--- config.mk ---
export PLATFORM = sky130hd
export DESIGN_NAME = point_in_polygon_test_core
export DESIGN_NICKNAME = d
export VERILOG_FILES = /design/src/rtl/pip_pkg.sv /design/src/rtl/pip_ctrl.sv /design/src/rtl/pip_dpath.sv /design/src/rtl/point_in_polygon_test_core.sv
export SDC_FILE = /design/constraint.sdc
export NUM_CORES = 2
export LEC_CHECK = 0
export BUFFER_PORTS_ARGS = -buffer_cell sky130_fd_sc_hd__buf_2
export CORE_MARGIN = 8
export CORE_UTILIZATION = 60
export CTS_BUF_LIST = sky130_fd_sc_hd__clkbuf_8
export CTS_CLUSTER_DIAMETER = 50
export DETAILED_ROUTE_END_ITERATION = 8
export GPL_ROUTABILITY_DRIVEN = 0
export PLACE_DENSITY_LB_ADDON = 0.05
export SKIP_CTS_REPAIR_TIMING = 1
export SYNTH_ARGS = -nofsm -noshare
export SYNTH_HDL_FRONTEND = slang
export SYNTH_SLANG_ARGS = --single-unit
--- constraint.sdc ---
create_clock -name clk -period 9 [get_ports clk]
set_input_delay 1.8 -clock clk [delete_from_list [all_inputs] [get_ports clk]]
set_output_delay 1.8 -clock clk [all_outputs]
set_load 0.005 [all_outputs]
--- src/rtl/pip_pkg.sv ---
// ------------------------------------------------------------------------
// pip_pkg
// shared constants, codes and controller/datapath interface types
// ------------------------------------------------------------------------
package pip_pkg;

	// polygon capacity
	localparam int MAX_VERTICES = 16;
	localparam int VIDX_W       = (MAX_VERTICES > 1) ? $clog2(MAX_VERTICES) : 1;
	localparam int CNT_W        = $clog2(MAX_VERTICES + 1);

	// field widths
	localparam int COORD_W = 16;
	localparam int DIFF_W  = COORD_W + 1;
	localparam int PROD_W  = 2 * DIFF_W;
	localparam int INDEX_W = 4;
	localparam int COUNT_W = 5;

	// register port
	localparam int PADDR_W = 3;
	localparam int PDATA_W = 32;
	localparam int WIDX_W  = PADDR_W - 2;
	localparam logic [WIDX_W-1:0] REG_VERTEX_COUNT = WIDX_W'(0);

	// cycles from last store read until the parity is final
	localparam int DRAIN_CYCLES = 3;

	// item opcodes
	localparam logic OP_WRITE = 1'b0;
	localparam logic OP_TEST  = 1'b1;

	// controller to datapath commands
	typedef struct packed {
		logic              start;
		logic              wr_en;
		logic              rd_en;
		logic              rd_first;
		logic [VIDX_W-1:0] rd_addr;
		logic              load_out;
	} pip_cmd_t;

	// datapath to controller status
	typedef struct packed {
		logic [CNT_W-1:0] vert_num;
	} pip_stat_t;

endpackage

--- src/rtl/pip_ctrl.sv ---
// ------------------------------------------------------------------------
// pip_ctrl
// sequencer for the edge walk: store reads, pipeline drain, result hand-off
// ------------------------------------------------------------------------
module pip_ctrl (
	input  logic               clk,
	input  logic               arst_n,
	input  logic               item_valid,
	output logic               item_ready,
	input  logic               opcode,
	output logic               res_valid,
	input  logic               res_ready,
	input  pip_pkg::pip_stat_t stat,
	output pip_pkg::pip_cmd_t  cmd
);

	typedef enum logic [1:0] {
		ST_IDLE,
		ST_WALK,
		ST_DRAIN,
		ST_FINISH
	} state_t;

	state_t                      state_q;
	logic [pip_pkg::CNT_W-1:0]   cnt_q;
	logic                        res_valid_q;
	logic                        accept;
	logic                        out_free;
	logic [pip_pkg::CNT_W-1:0]   last_idx;

	assign item_ready = (state_q == ST_IDLE);
	assign res_valid  = res_valid_q;
	assign accept     = item_valid && item_ready;
	assign out_free   = !res_valid_q || res_ready;
	assign last_idx   = stat.vert_num - pip_pkg::CNT_W'(1);

	// command decode
	always_comb begin
		cmd          = '0;
		cmd.start    = accept && (opcode == pip_pkg::OP_TEST);
		cmd.wr_en    = accept && (opcode == pip_pkg::OP_WRITE);
		cmd.rd_en    = (state_q == ST_WALK);
		cmd.rd_first = (state_q == ST_WALK) && (cnt_q == '0);
		// first read fetches the closing vertex, then slots in order
		if (cnt_q == '0) begin
			cmd.rd_addr = pip_pkg::VIDX_W'(last_idx);
		end else begin
			cmd.rd_addr = pip_pkg::VIDX_W'(cnt_q - pip_pkg::CNT_W'(1));
		end
		cmd.load_out = (state_q == ST_FINISH) && out_free;
	end

	// state, counter and result valid
	always_ff @(posedge clk or negedge arst_n) begin
		if (!arst_n) begin
			state_q     <= ST_IDLE;
			cnt_q       <= '0;
			res_valid_q <= 1'b0;
		end else begin
			// result valid: set on hand-off, cleared when the word leaves
			if ((state_q == ST_FINISH) && out_free) begin
				res_valid_q <= 1'b1;
			end else if (res_valid_q && res_ready) begin
				res_valid_q <= 1'b0;
			end
			case (state_q)
				ST_IDLE: begin
					if (accept && (opcode == pip_pkg::OP_TEST)) begin
						cnt_q <= '0;
						if (stat.vert_num == '0) begin
							state_q <= ST_FINISH;
						end else begin
							state_q <= ST_WALK;
						end
					end
				end
				ST_WALK: begin
					if (cnt_q == stat.vert_num) begin
						cnt_q   <= '0;
						state_q <= ST_DRAIN;
					end else begin
						cnt_q <= cnt_q + pip_pkg::CNT_W'(1);
					end
				end
				ST_DRAIN: begin
					if (cnt_q == pip_pkg::CNT_W'(pip_pkg::DRAIN_CYCLES - 1)) begin
						cnt_q   <= '0;
						state_q <= ST_FINISH;
					end else begin
						cnt_q <= cnt_q + pip_pkg::CNT_W'(1);
					end
				end
				ST_FINISH: begin
					if (out_free) begin
						state_q <= ST_IDLE;
					end
				end
				default: begin
					state_q <= ST_IDLE;
				end
			endcase
		end
	end

endmodule

--- src/rtl/pip_dpath.sv ---
// ------------------------------------------------------------------------
// pip_dpath
// vertex store, count register, edge crossing pipeline and parity
// ------------------------------------------------------------------------
module pip_dpath (
	input  logic                                 clk,
	input  logic                                 arst_n,
	input  pip_pkg::pip_cmd_t                    cmd,
	output pip_pkg::pip_stat_t                   stat,
	input  logic [pip_pkg::INDEX_W-1:0]          vertex_index,
	input  logic signed [pip_pkg::COORD_W-1:0]   coord_x,
	input  logic signed [pip_pkg::COORD_W-1:0]   coord_y,
	output logic                                 inside_res,
	input  logic                                 psel,
	input  logic                                 penable,
	input  logic                                 pwrite,
	input  logic [pip_pkg::PADDR_W-1:0]          paddr,
	input  logic [pip_pkg::PDATA_W-1:0]          pwdata,
	output logic [pip_pkg::PDATA_W-1:0]          prdata
);

	localparam int CW = pip_pkg::COORD_W;
	localparam int DW = pip_pkg::DIFF_W;
	localparam int PW = pip_pkg::PROD_W;

	logic [pip_pkg::COUNT_W-1:0]        count_q;
	logic                               reg_sel;
	logic signed [CW-1:0]               px_q, py_q;

	// vertex store
	logic signed [CW-1:0]               mem_x_q [pip_pkg::MAX_VERTICES];
	logic signed [CW-1:0]               mem_y_q [pip_pkg::MAX_VERTICES];
	logic [pip_pkg::MAX_VERTICES-1:0]   vld_q;
	logic                               slot_ok;
	logic [pip_pkg::VIDX_W-1:0]         wr_addr;

	// stage 1: read data
	logic signed [CW-1:0]               rd_x_s1, rd_y_s1;
	logic                               hit_s1;
	logic                               rd_s1, edge_s1;
	logic signed [CW-1:0]               xi, yi;
	logic signed [CW-1:0]               prev_x_q, prev_y_q;

	// stage 2: differences
	logic signed [DW-1:0]               dxp_s2, dye_s2, dxe_s2, dpy_s2;
	logic                               cross_s2, edge_s2;

	// stage 3: products
	logic signed [PW-1:0]               lhs_s3, rhs_s3;
	logic                               neg_s3, cross_s3, edge_s3;
	logic                               cmp_ok;

	logic                               parity_q;
	logic                               inside_q;

	// register port
	assign reg_sel = (paddr[pip_pkg::PADDR_W-1:2] == pip_pkg::REG_VERTEX_COUNT);
	assign prdata  = reg_sel ? pip_pkg::PDATA_W'(count_q) : '0;

	always_ff @(posedge clk or negedge arst_n) begin
		if (!arst_n) begin
			count_q <= '0;
		end else if (psel && penable && pwrite && reg_sel) begin
			count_q <= pwdata[pip_pkg::COUNT_W-1:0];
		end
	end

	// clamp count to capacity
	always_comb begin
		if (int'(count_q) > pip_pkg::MAX_VERTICES) begin
			stat.vert_num = pip_pkg::CNT_W'(pip_pkg::MAX_VERTICES);
		end else begin
			stat.vert_num = pip_pkg::CNT_W'(count_q);
		end
	end

	// test point capture
	always_ff @(posedge clk) begin
		if (cmd.start) begin
			px_q <= coord_x;
			py_q <= coord_y;
		end
	end

	// store write and registered read
	assign slot_ok = int'(vertex_index) < pip_pkg::MAX_VERTICES;
	assign wr_addr = pip_pkg::VIDX_W'(vertex_index);

	always_ff @(posedge clk) begin
		if (cmd.wr_en && slot_ok) begin
			mem_x_q[wr_addr] <= coord_x;
			mem_y_q[wr_addr] <= coord_y;
		end
		if (cmd.rd_en) begin
			rd_x_s1 <= mem_x_q[cmd.rd_addr];
			rd_y_s1 <= mem_y_q[cmd.rd_addr];
			hit_s1  <= vld_q[cmd.rd_addr];
		end
	end

	// per-slot written flags, unwritten slots read as zero
	always_ff @(posedge clk or negedge arst_n) begin
		if (!arst_n) begin
			vld_q <= '0;
		end else if (cmd.wr_en && slot_ok) begin
			vld_q[wr_addr] <= 1'b1;
		end
	end

	assign xi = hit_s1 ? rd_x_s1 : '0;
	assign yi = hit_s1 ? rd_y_s1 : '0;

	// pipeline valid flags
	always_ff @(posedge clk or negedge arst_n) begin
		if (!arst_n) begin
			rd_s1   <= 1'b0;
			edge_s1 <= 1'b0;
			edge_s2 <= 1'b0;
			edge_s3 <= 1'b0;
		end else begin
			rd_s1   <= cmd.rd_en;
			edge_s1 <= cmd.rd_en && !cmd.rd_first;
			edge_s2 <= edge_s1;
			edge_s3 <= edge_s2;
		end
	end

	// previous vertex of the walk
	always_ff @(posedge clk) begin
		if (rd_s1) begin
			prev_x_q <= xi;
			prev_y_q <= yi;
		end
	end

	// edge differences and straddle test
	always_ff @(posedge clk) begin
		dxp_s2   <= DW'(px_q) - DW'(xi);
		dye_s2   <= DW'(prev_y_q) - DW'(yi);
		dxe_s2   <= DW'(prev_x_q) - DW'(xi);
		dpy_s2   <= DW'(py_q) - DW'(yi);
		cross_s2 <= (yi >= py_q) != (prev_y_q >= py_q);
	end

	// cross-multiplied sides of the intersection inequality
	always_ff @(posedge clk) begin
		lhs_s3   <= dxp_s2 * dye_s2;
		rhs_s3   <= dxe_s2 * dpy_s2;
		neg_s3   <= dye_s2[DW-1];
		cross_s3 <= cross_s2;
	end

	// comparison flips for a falling edge
	assign cmp_ok = neg_s3 ? (lhs_s3 >= rhs_s3) : (lhs_s3 <= rhs_s3);

	// crossing parity
	always_ff @(posedge clk or negedge arst_n) begin
		if (!arst_n) begin
			parity_q <= 1'b0;
		end else if (cmd.start) begin
			parity_q <= 1'b0;
		end else if (edge_s3 && cross_s3 && cmp_ok) begin
			parity_q <= !parity_q;
		end
	end

	// result register
	always_ff @(posedge clk) begin
		if (cmd.load_out) begin
			inside_q <= parity_q;
		end
	end

	assign inside_res = inside_q;

endmodule

--- src/rtl/point_in_polygon_test_core.sv ---
// ------------------------------------------------------------------------
// point_in_polygon_test_core
// even-odd ray casting test of a point against a stored polygon
// ------------------------------------------------------------------------
// usage
// - item channel (item_valid/item_ready): one word per item; opcode write
//   stores coord_x/coord_y in slot vertex_index and gives no result,
//   opcode test checks the point against the polygon
// - result channel (res_valid/res_ready): one word, inside_res, per test
// - register vertex_count at byte address 0 sets the polygon size, edges
//   wrap from the last vertex to the first; write it while idle
// - a test walks one edge per cycle through the store read port and a
//   shared multiplier pair, then drains the pipeline before the result
//   is loaded; the next item is taken in the cycle after that load
// - the result register lets a new item in while the last result waits;
//   a test finishing while that result waits holds until the word leaves
// - reset clears count, result valid and written flags; slots read as zero
// ------------------------------------------------------------------------
module point_in_polygon_test_core (
	input  logic                                 clk,
	input  logic                                 arst_n,
	input  logic                                 item_valid,
	output logic                                 item_ready,
	input  logic                                 opcode,
	input  logic [pip_pkg::INDEX_W-1:0]          vertex_index,
	input  logic signed [pip_pkg::COORD_W-1:0]   coord_x,
	input  logic signed [pip_pkg::COORD_W-1:0]   coord_y,
	output logic                                 res_valid,
	input  logic                                 res_ready,
	output logic                                 inside_res,
	input  logic                                 psel,
	input  logic                                 penable,
	input  logic                                 pwrite,
	input  logic [pip_pkg::PADDR_W-1:0]          paddr,
	input  logic [pip_pkg::PDATA_W-1:0]          pwdata,
	output logic [pip_pkg::PDATA_W-1:0]          prdata,
	output logic                                 pready
);

	pip_pkg::pip_cmd_t  cmd;
	pip_pkg::pip_stat_t stat;

	assign pready = 1'b1;

	// sequencer
	pip_ctrl u_ctrl (
		.clk        (clk),
		.arst_n     (arst_n),
		.item_valid (item_valid),
		.item_ready (item_ready),
		.opcode     (opcode),
		.res_valid  (res_valid),
		.res_ready  (res_ready),
		.stat       (stat),
		.cmd        (cmd)
	);

	// store and arithmetic
	pip_dpath u_dpath (
		.clk          (clk),
		.arst_n       (arst_n),
		.cmd          (cmd),
		.stat         (stat),
		.vertex_index (vertex_index),
		.coord_x      (coord_x),
		.coord_y      (coord_y),
		.inside_res   (inside_res),
		.psel         (psel),
		.penable      (penable),
		.pwrite       (pwrite),
		.paddr        (paddr),
		.pwdata       (pwdata),
		.prdata       (prdata)
	);

endmodule

== Word-level counts from Yosys, hierarchy flattened ==
Memories as Yosys holds them, arrays and structs flattened. A register that Yosys moved wholly into a read port is not among the register bits.
Cells that the tools add are included.
Widths: inputs -> output; s select.

* Memories: 2
* Word-level logic and storage cells: 108
* Register bits after elaboration: 239
* Input port bits: 79
* Memory bits (writable): 512

* Bitwise operators: 3
* Add/sub/neg operators: 7
* Mux-type cells: 26
* Equality and inequality tests: 10
* Reduce and logical (&&, ||, !) cells: 25
* $lt $le $gt $ge: 8
* Multipliers: 2

{| class="wikitable"
|+ Memory list
! memory !! words !! bits a word !! rd ports !! clocked after memory_dff !! write ports !! RTL line !! source
|-
| u_dpath.mem_x_q || 16 || 16 || 1 || 1 || 1 || pip_dpath.sv:31 || <nowiki>logic signed [CW-1:0] mem_x_q [pip_pkg::MAX_VERTICES];</nowiki>
|-
| u_dpath.mem_y_q || 16 || 16 || 1 || 1 || 1 || pip_dpath.sv:32 || <nowiki>logic signed [CW-1:0] mem_y_q [pip_pkg::MAX_VERTICES];</nowiki>
|}

{| class="wikitable"
|+ Operators with widths
! kind !! count
|-
| $mul 17x17->34 || 2
|-
| $sub 16x16->17 || 4
|-
| $ge 34x34->1 || 1
|-
| $le 34x34->1 || 1
|-
| $ge 16x16->1 || 2
|-
| $mux 16 || 2
|-
| $mux 5 || 5
|-
| $or 16x16->16 || 1
|-
| $pmux 5 s3 || 1
|-
| $logic_and 1x1->1 || 13
|-
| $logic_not 5->1 || 2
|-
| $lt 4x5->1 const B || 2
|-
| $mux 2 || 5
|-
| $mux 1 || 9
|-
| $pmux 2 s4 || 1
|-
| $sub 4x1->4 const B || 2
|-
| $add 5x1->5 const B || 1
|-
| $eq 5x2->1 const B || 1
|-
| $eq 5x5->1 || 1
|-
| $gt 5x5->1 const B || 1
|-
| $bmux 1 s4 || 1
|-
| $demux 1 s4 || 1
|-
| $eq 2x2->1 const B || 2
|-
| $ge 4x1->1 const B || 1
|-
| other kinds (13) || 19
|}

== Longest topological paths before layout ==
* Word-level depth: 6
* Gate-level depth with buffers: 25

== By module ==
From an unflattened synthesis, not the netlist that was laid out.

* Cells, all modules: 4195
* Area, all modules: 53201.0 sq um

{| class="wikitable"
|+ By module, submodules not included
! module !! area an instance (sq um) !! times used !! sequential area each (sq um) !! cells an instance
|-
| pip_dpath || 52446.6 || 1 || 21750.9 || 4110
|-
| pip_ctrl || 743.2 || 1 || 200.2 || 83
|-
| point_in_polygon_test_core || 11.3 || 1 || 0.0 || 2
|}

== Worst setup path before layout ==
No wires, ideal clock.

* Path kind: reg-to-reg
* Start point: register u_dpath.dxp_s2[16]
* End point: register u_dpath.lhs_s3[33]
* Cell stages (with the launch flop): 22
* Setup slack: 2.766 ns
* Library setup time: 0.072 ns
* Data arrival time: 6.162 ns
* Required time: 8.928 ns
* Cell sequence: dfxtp_1 > clkbuf_1 > nand2_1 > inv_1 > fa_1 > fa_1 > inv_1 > fa_1 > fa_1 > fa_1 > fa_1 > inv_1 > ha_1 > nand4_1 > nor3_1 > a31o_1 > a211o_1 > a22o_1 > o31a_1 > a21o_1 > a21oi_2 > xnor2_1

* Cells in the longest elaborated chain, start to end: 1

{| class="wikitable"
|+ RTL lines
! element !! RTL line !! source
|-
| start, declared || pip_dpath.sv:45 || <nowiki>logic signed [DW-1:0] dxp_s2, dye_s2, dxe_s2, dpy_s2;</nowiki>
|-
| start signal, assigned || pip_dpath.sv:138 || <nowiki>dxp_s2 <= DW'(px_q) - DW'(xi);</nowiki>
|-
| $mul 17x17->34 || pip_dpath.sv:147 || <nowiki>lhs_s3 <= dxp_s2 * dye_s2;</nowiki>
|-
| end signal, assigned || pip_dpath.sv:147 ||
|-
| end, declared || pip_dpath.sv:49 || <nowiki>logic signed [PW-1:0] lhs_s3, rhs_s3;</nowiki>
|}

No other way between the ends.
A chain may end at the register's enable or synchronous reset.

== Final worst setup path ==
* Start point: register u_dpath.dye_s2[2]
* End point: register u_dpath.lhs_s3[32]

* Cells in the longest elaborated chain, start to end: 1

{| class="wikitable"
|+ RTL lines
! element !! RTL line !! source
|-
| start, declared || pip_dpath.sv:45 ||
|-
| start signal, assigned || pip_dpath.sv:139 || <nowiki>dye_s2 <= DW'(prev_y_q) - DW'(yi);</nowiki>
|-
| $mul 17x17->34 || pip_dpath.sv:147 ||
|}

No other way between the ends.

==> reports/metrics.yaml <==
outcome:
  status: "completed"
clock_tree:
  h-tree-depth: 4
  clk_latency_ns: 0.79
  cts_tree: "done"
  clockRootBuffer: "clkbuf_8"
  path_clk_slew_ns: 0.07
  cts_buffers: 132
  cts_buffer_depth: 3
  cts_sinks: 783
final_layout:
  stdcell_count: 5599
  nets: 5295
  n_fill_cell: 6728
  stdcell_area_um2: 57300
  final_cell_mix: "756 x inv_1, 610 x edfxtp_1, 596 x fa_1"
  layout_commonest_cell: "inv_1"
  drive_gt1_share_pct: 10.53
  syn_to_final_growth_pct: 7.923
yosys:
  ys_seq_area_share_pct: 41.35
  ys.warnings.count: 0
  synth-seq-cells: 783
  ys.flop_type: "edfxtp_1"
  ys_types: 78
  synth_edf_count: 610
  ys_async_sr_fraction_pct: 4.342
  syn_avg_cell_area_um2: 12.57
  syn_inst: 4225
  synth.cell_area_um2: 53090
global_route:
  grt_max_degree: 133
  antenna_found_initial: 7
  grt.overflow.total: 0
  first_global_vias: 33580
  grtUsageTotal_pct: 24.27
  grt_pass1_wl_um: 185500
routing:
  wl_per_cell_um: 20.79
  dr.pass1.iters: 7
  wirelength_um: 116400
  route.vias.total: 31462
  routed_via_density: 5.619
  route.detailed.drc: 0
  drt_iter0_drc: 1849
  postRouteAntennaNets: 0
sta:
  worstMarginPinSlew_ns: 1.034
  hold_violations: 0
  finClkSkew_ns: 0.06681
  min_period_over_period_pct: 79.29
  setup-tns-final_ns: 0
  rsz0062_at_grt: "no"
  slew_headroom_pct: 30.98
  fmax_ghz: 0.1401
  report.final.slew_viol_count: 0
  setup_violations: 0
  period_needed_ns: 7.136
worst_setup_path:
  r2r_slack_ns: 1.86
  rr_worst_depth: 19
  reg2reg_from: "u_dpath.dye_s2[2]$_DFF_P_"
  cp-start-kind: "flip-flop"
  arrival_ns: 7.83
  cp.required_ns: 9.69
  cp_num_buf_inv: 3
  cpPeakStageDelay_ns: 0.88
  critPathSlowestCell: "fa_1"
  crit_type: "flip-flop to flip-flop"
  worstSetupEndpointType: "flip-flop"
  critical_path.cell_chain: "nand2_1, inv_1, fa_1, fa_1, inv_1, fa_1, fa_1, fa_1, fa_1, inv_1, ha_1, nand4_1, a2111oi_0, a311oi_1, a311oi_2, a41o_1, nor2_1, a21oi_2, xor2_1"
  worst-path-max-fanout: 17
  reg2reg_to: "u_dpath.lhs_s3[32]$_DFF_P_"
  cp_top_family: "adder cells"
  cp_common_cell: "fa_1"
floorplan:
  dieHeight_um: 313.5
  row_count: 109
  core_um2: 88100
  pin_count: 115
  dieArea_um2: 98260
  fp.dieW_um: 313.5
  start_util_pct: 60.26
job:
  maxCapViolCount: 0
hold_path:
  hold_start: "u_dpath.cross_s2$_DFF_P_"
  hold_end: "u_dpath.cross_s3$_DFF_P_"
  whs_path_depth: 0
  hold_path_class: "flip-flop to flip-flop"
placed_design:
  port_buffers: 57
  post_dp_cell_area_um2: 54630
  hpwl_um: 80270
  dp.cells: 5358
-- state kept, by name (all words and copies together), names as in the netlist, 16 cells and up --
name / cells
u_dpath.dpy_s2: 17
u_dpath.dxe_s2: 17
u_dpath.dxp_s2: 17
u_dpath.dye_s2: 17
u_dpath.lhs_s3: 34
u_dpath.mem_x_q: 256
u_dpath.mem_y_q: 256
u_dpath.prev_x_q: 16
u_dpath.prev_y_q: 16
u_dpath.px_q: 16
u_dpath.py_q: 16
u_dpath.rd_x_s1: 16
u_dpath.rd_y_s1: 16
u_dpath.rhs_s3: 34
u_dpath.vld_q: 16
-- how the worst max path moves through the flow --
| stage | start | endpoint | slack (ns) | cells after the start |
|---|---|---|---|---|
| 3_5_place_dp | u_dpath.dye_s2[2]$_DFF_P_ | u_dpath.lhs_s3[32]$_DFF_P_ | 1.89 | 19 |
| 2_1_floorplan | u_dpath.dxp_s2[16]$_DFF_P_ | u_dpath.lhs_s3[33]$_DFF_P_ | 2.77 | 21 |
| 5_1_grt | u_dpath.dye_s2[2]$_DFF_P_ | u_dpath.lhs_s3[32]$_DFF_P_ | 1.38 | 19 |
| 3_3_place_gp | u_dpath.dye_s2[2]$_DFF_P_ | u_dpath.lhs_s3[32]$_DFF_P_ | 1.96 | 19 |
| 6_report | u_dpath.dye_s2[2]$_DFF_P_ | u_dpath.lhs_s3[32]$_DFF_P_ | 1.86 | 19 |
| 4_1_cts | u_dpath.dye_s2[2]$_DFF_P_ | u_dpath.lhs_s3[32]$_DFF_P_ | 1.87 | 19 |
-- layer usage --
layer	global-route usage [%]	vias to the layer above	share of wire, %
li1	-	14180	-
met1	30.95	16280	41
met2	42.71	776	52
met3	3.822	220	4.7
met4	7.609	6	2.6
met5	0	-	0.033
-- final cells by class --
cell class | instances | area (um2) | area share [%]
repair buffers | 97 | 610.6 | 1.066
inverters | 721 | 2706 | 4.723
diodes | 7 | 17.52 | 0.03057
well taps | 1165 | 1458 | 2.544
clock inverters | 92 | 695.7 | 1.214
clock buffers | 142 | 1954 | 3.411
multi-input cells | 2592 | 27900 | 48.70
flip-flops and latches | 783 | 21950 | 38.31
-- cell families (layout without fill, tap and decap cells) --
logic type,count (synthesis),count (layout),share of synthesized area [%]
buffers and inverters,876,1052,6.571
AND/OR/NAND/NOR,1008,1008,9.675
other,2,35,0.01415
AO/OA/AOI/OAI,369,369,4.558
XOR/XNOR,127,127,2.109
multiplexers,171,171,6.347
flip-flops,783,783,41.35
adder cells (fa/ha/maj),889,889,29.38
-- through the flow --
| stage | hold WS (ns) | util [%] | worst slack [ns] |
|---|---|---|---|
| 2_1_floorplan | 0.3096 | - | 2.766 |
| 3_3_place_gp | 0.3099 | 62.01 | 1.955 |
| 3_5_place_dp | 0.3301 | 62.01 | 1.885 |
| 4_1_cts | 0.3146 | 65.01 | 1.870 |
| 5_1_grt | 0.3277 | 65.03 | 1.382 |
| 6_report | 0.3415 | 65.03 | 1.864 |
-- synth_stat cells, drive strengths merged (31+ instances only) --
master / number / share of area, %
buf: 54 / 0.76
mux2i: 34 / 0.64
a21oi: 117 / 1.2
fa: 596 / 22
nand2b: 31 / 0.37
xnor2: 97 / 1.6
mux4: 132 / 5.6
and2: 306 / 3.6
clkbuf: 101 / 0.71
a21o: 52 / 0.74
nand2: 336 / 2.4
o21ai: 60 / 0.57
dfxtp: 139 / 5.2
nor3: 40 / 0.40
a211oi: 48 / 0.69
dfrtp: 34 / 1.6
inv: 720 / 5.1
nor2b: 57 / 0.67
nor2: 129 / 0.92
edfxtp: 610 / 35
ha: 293 / 6.9
Power is left out: the tool's default activity adds up to more than one toggle a clock period on the data nets, which glitch-free logic cannot reach.
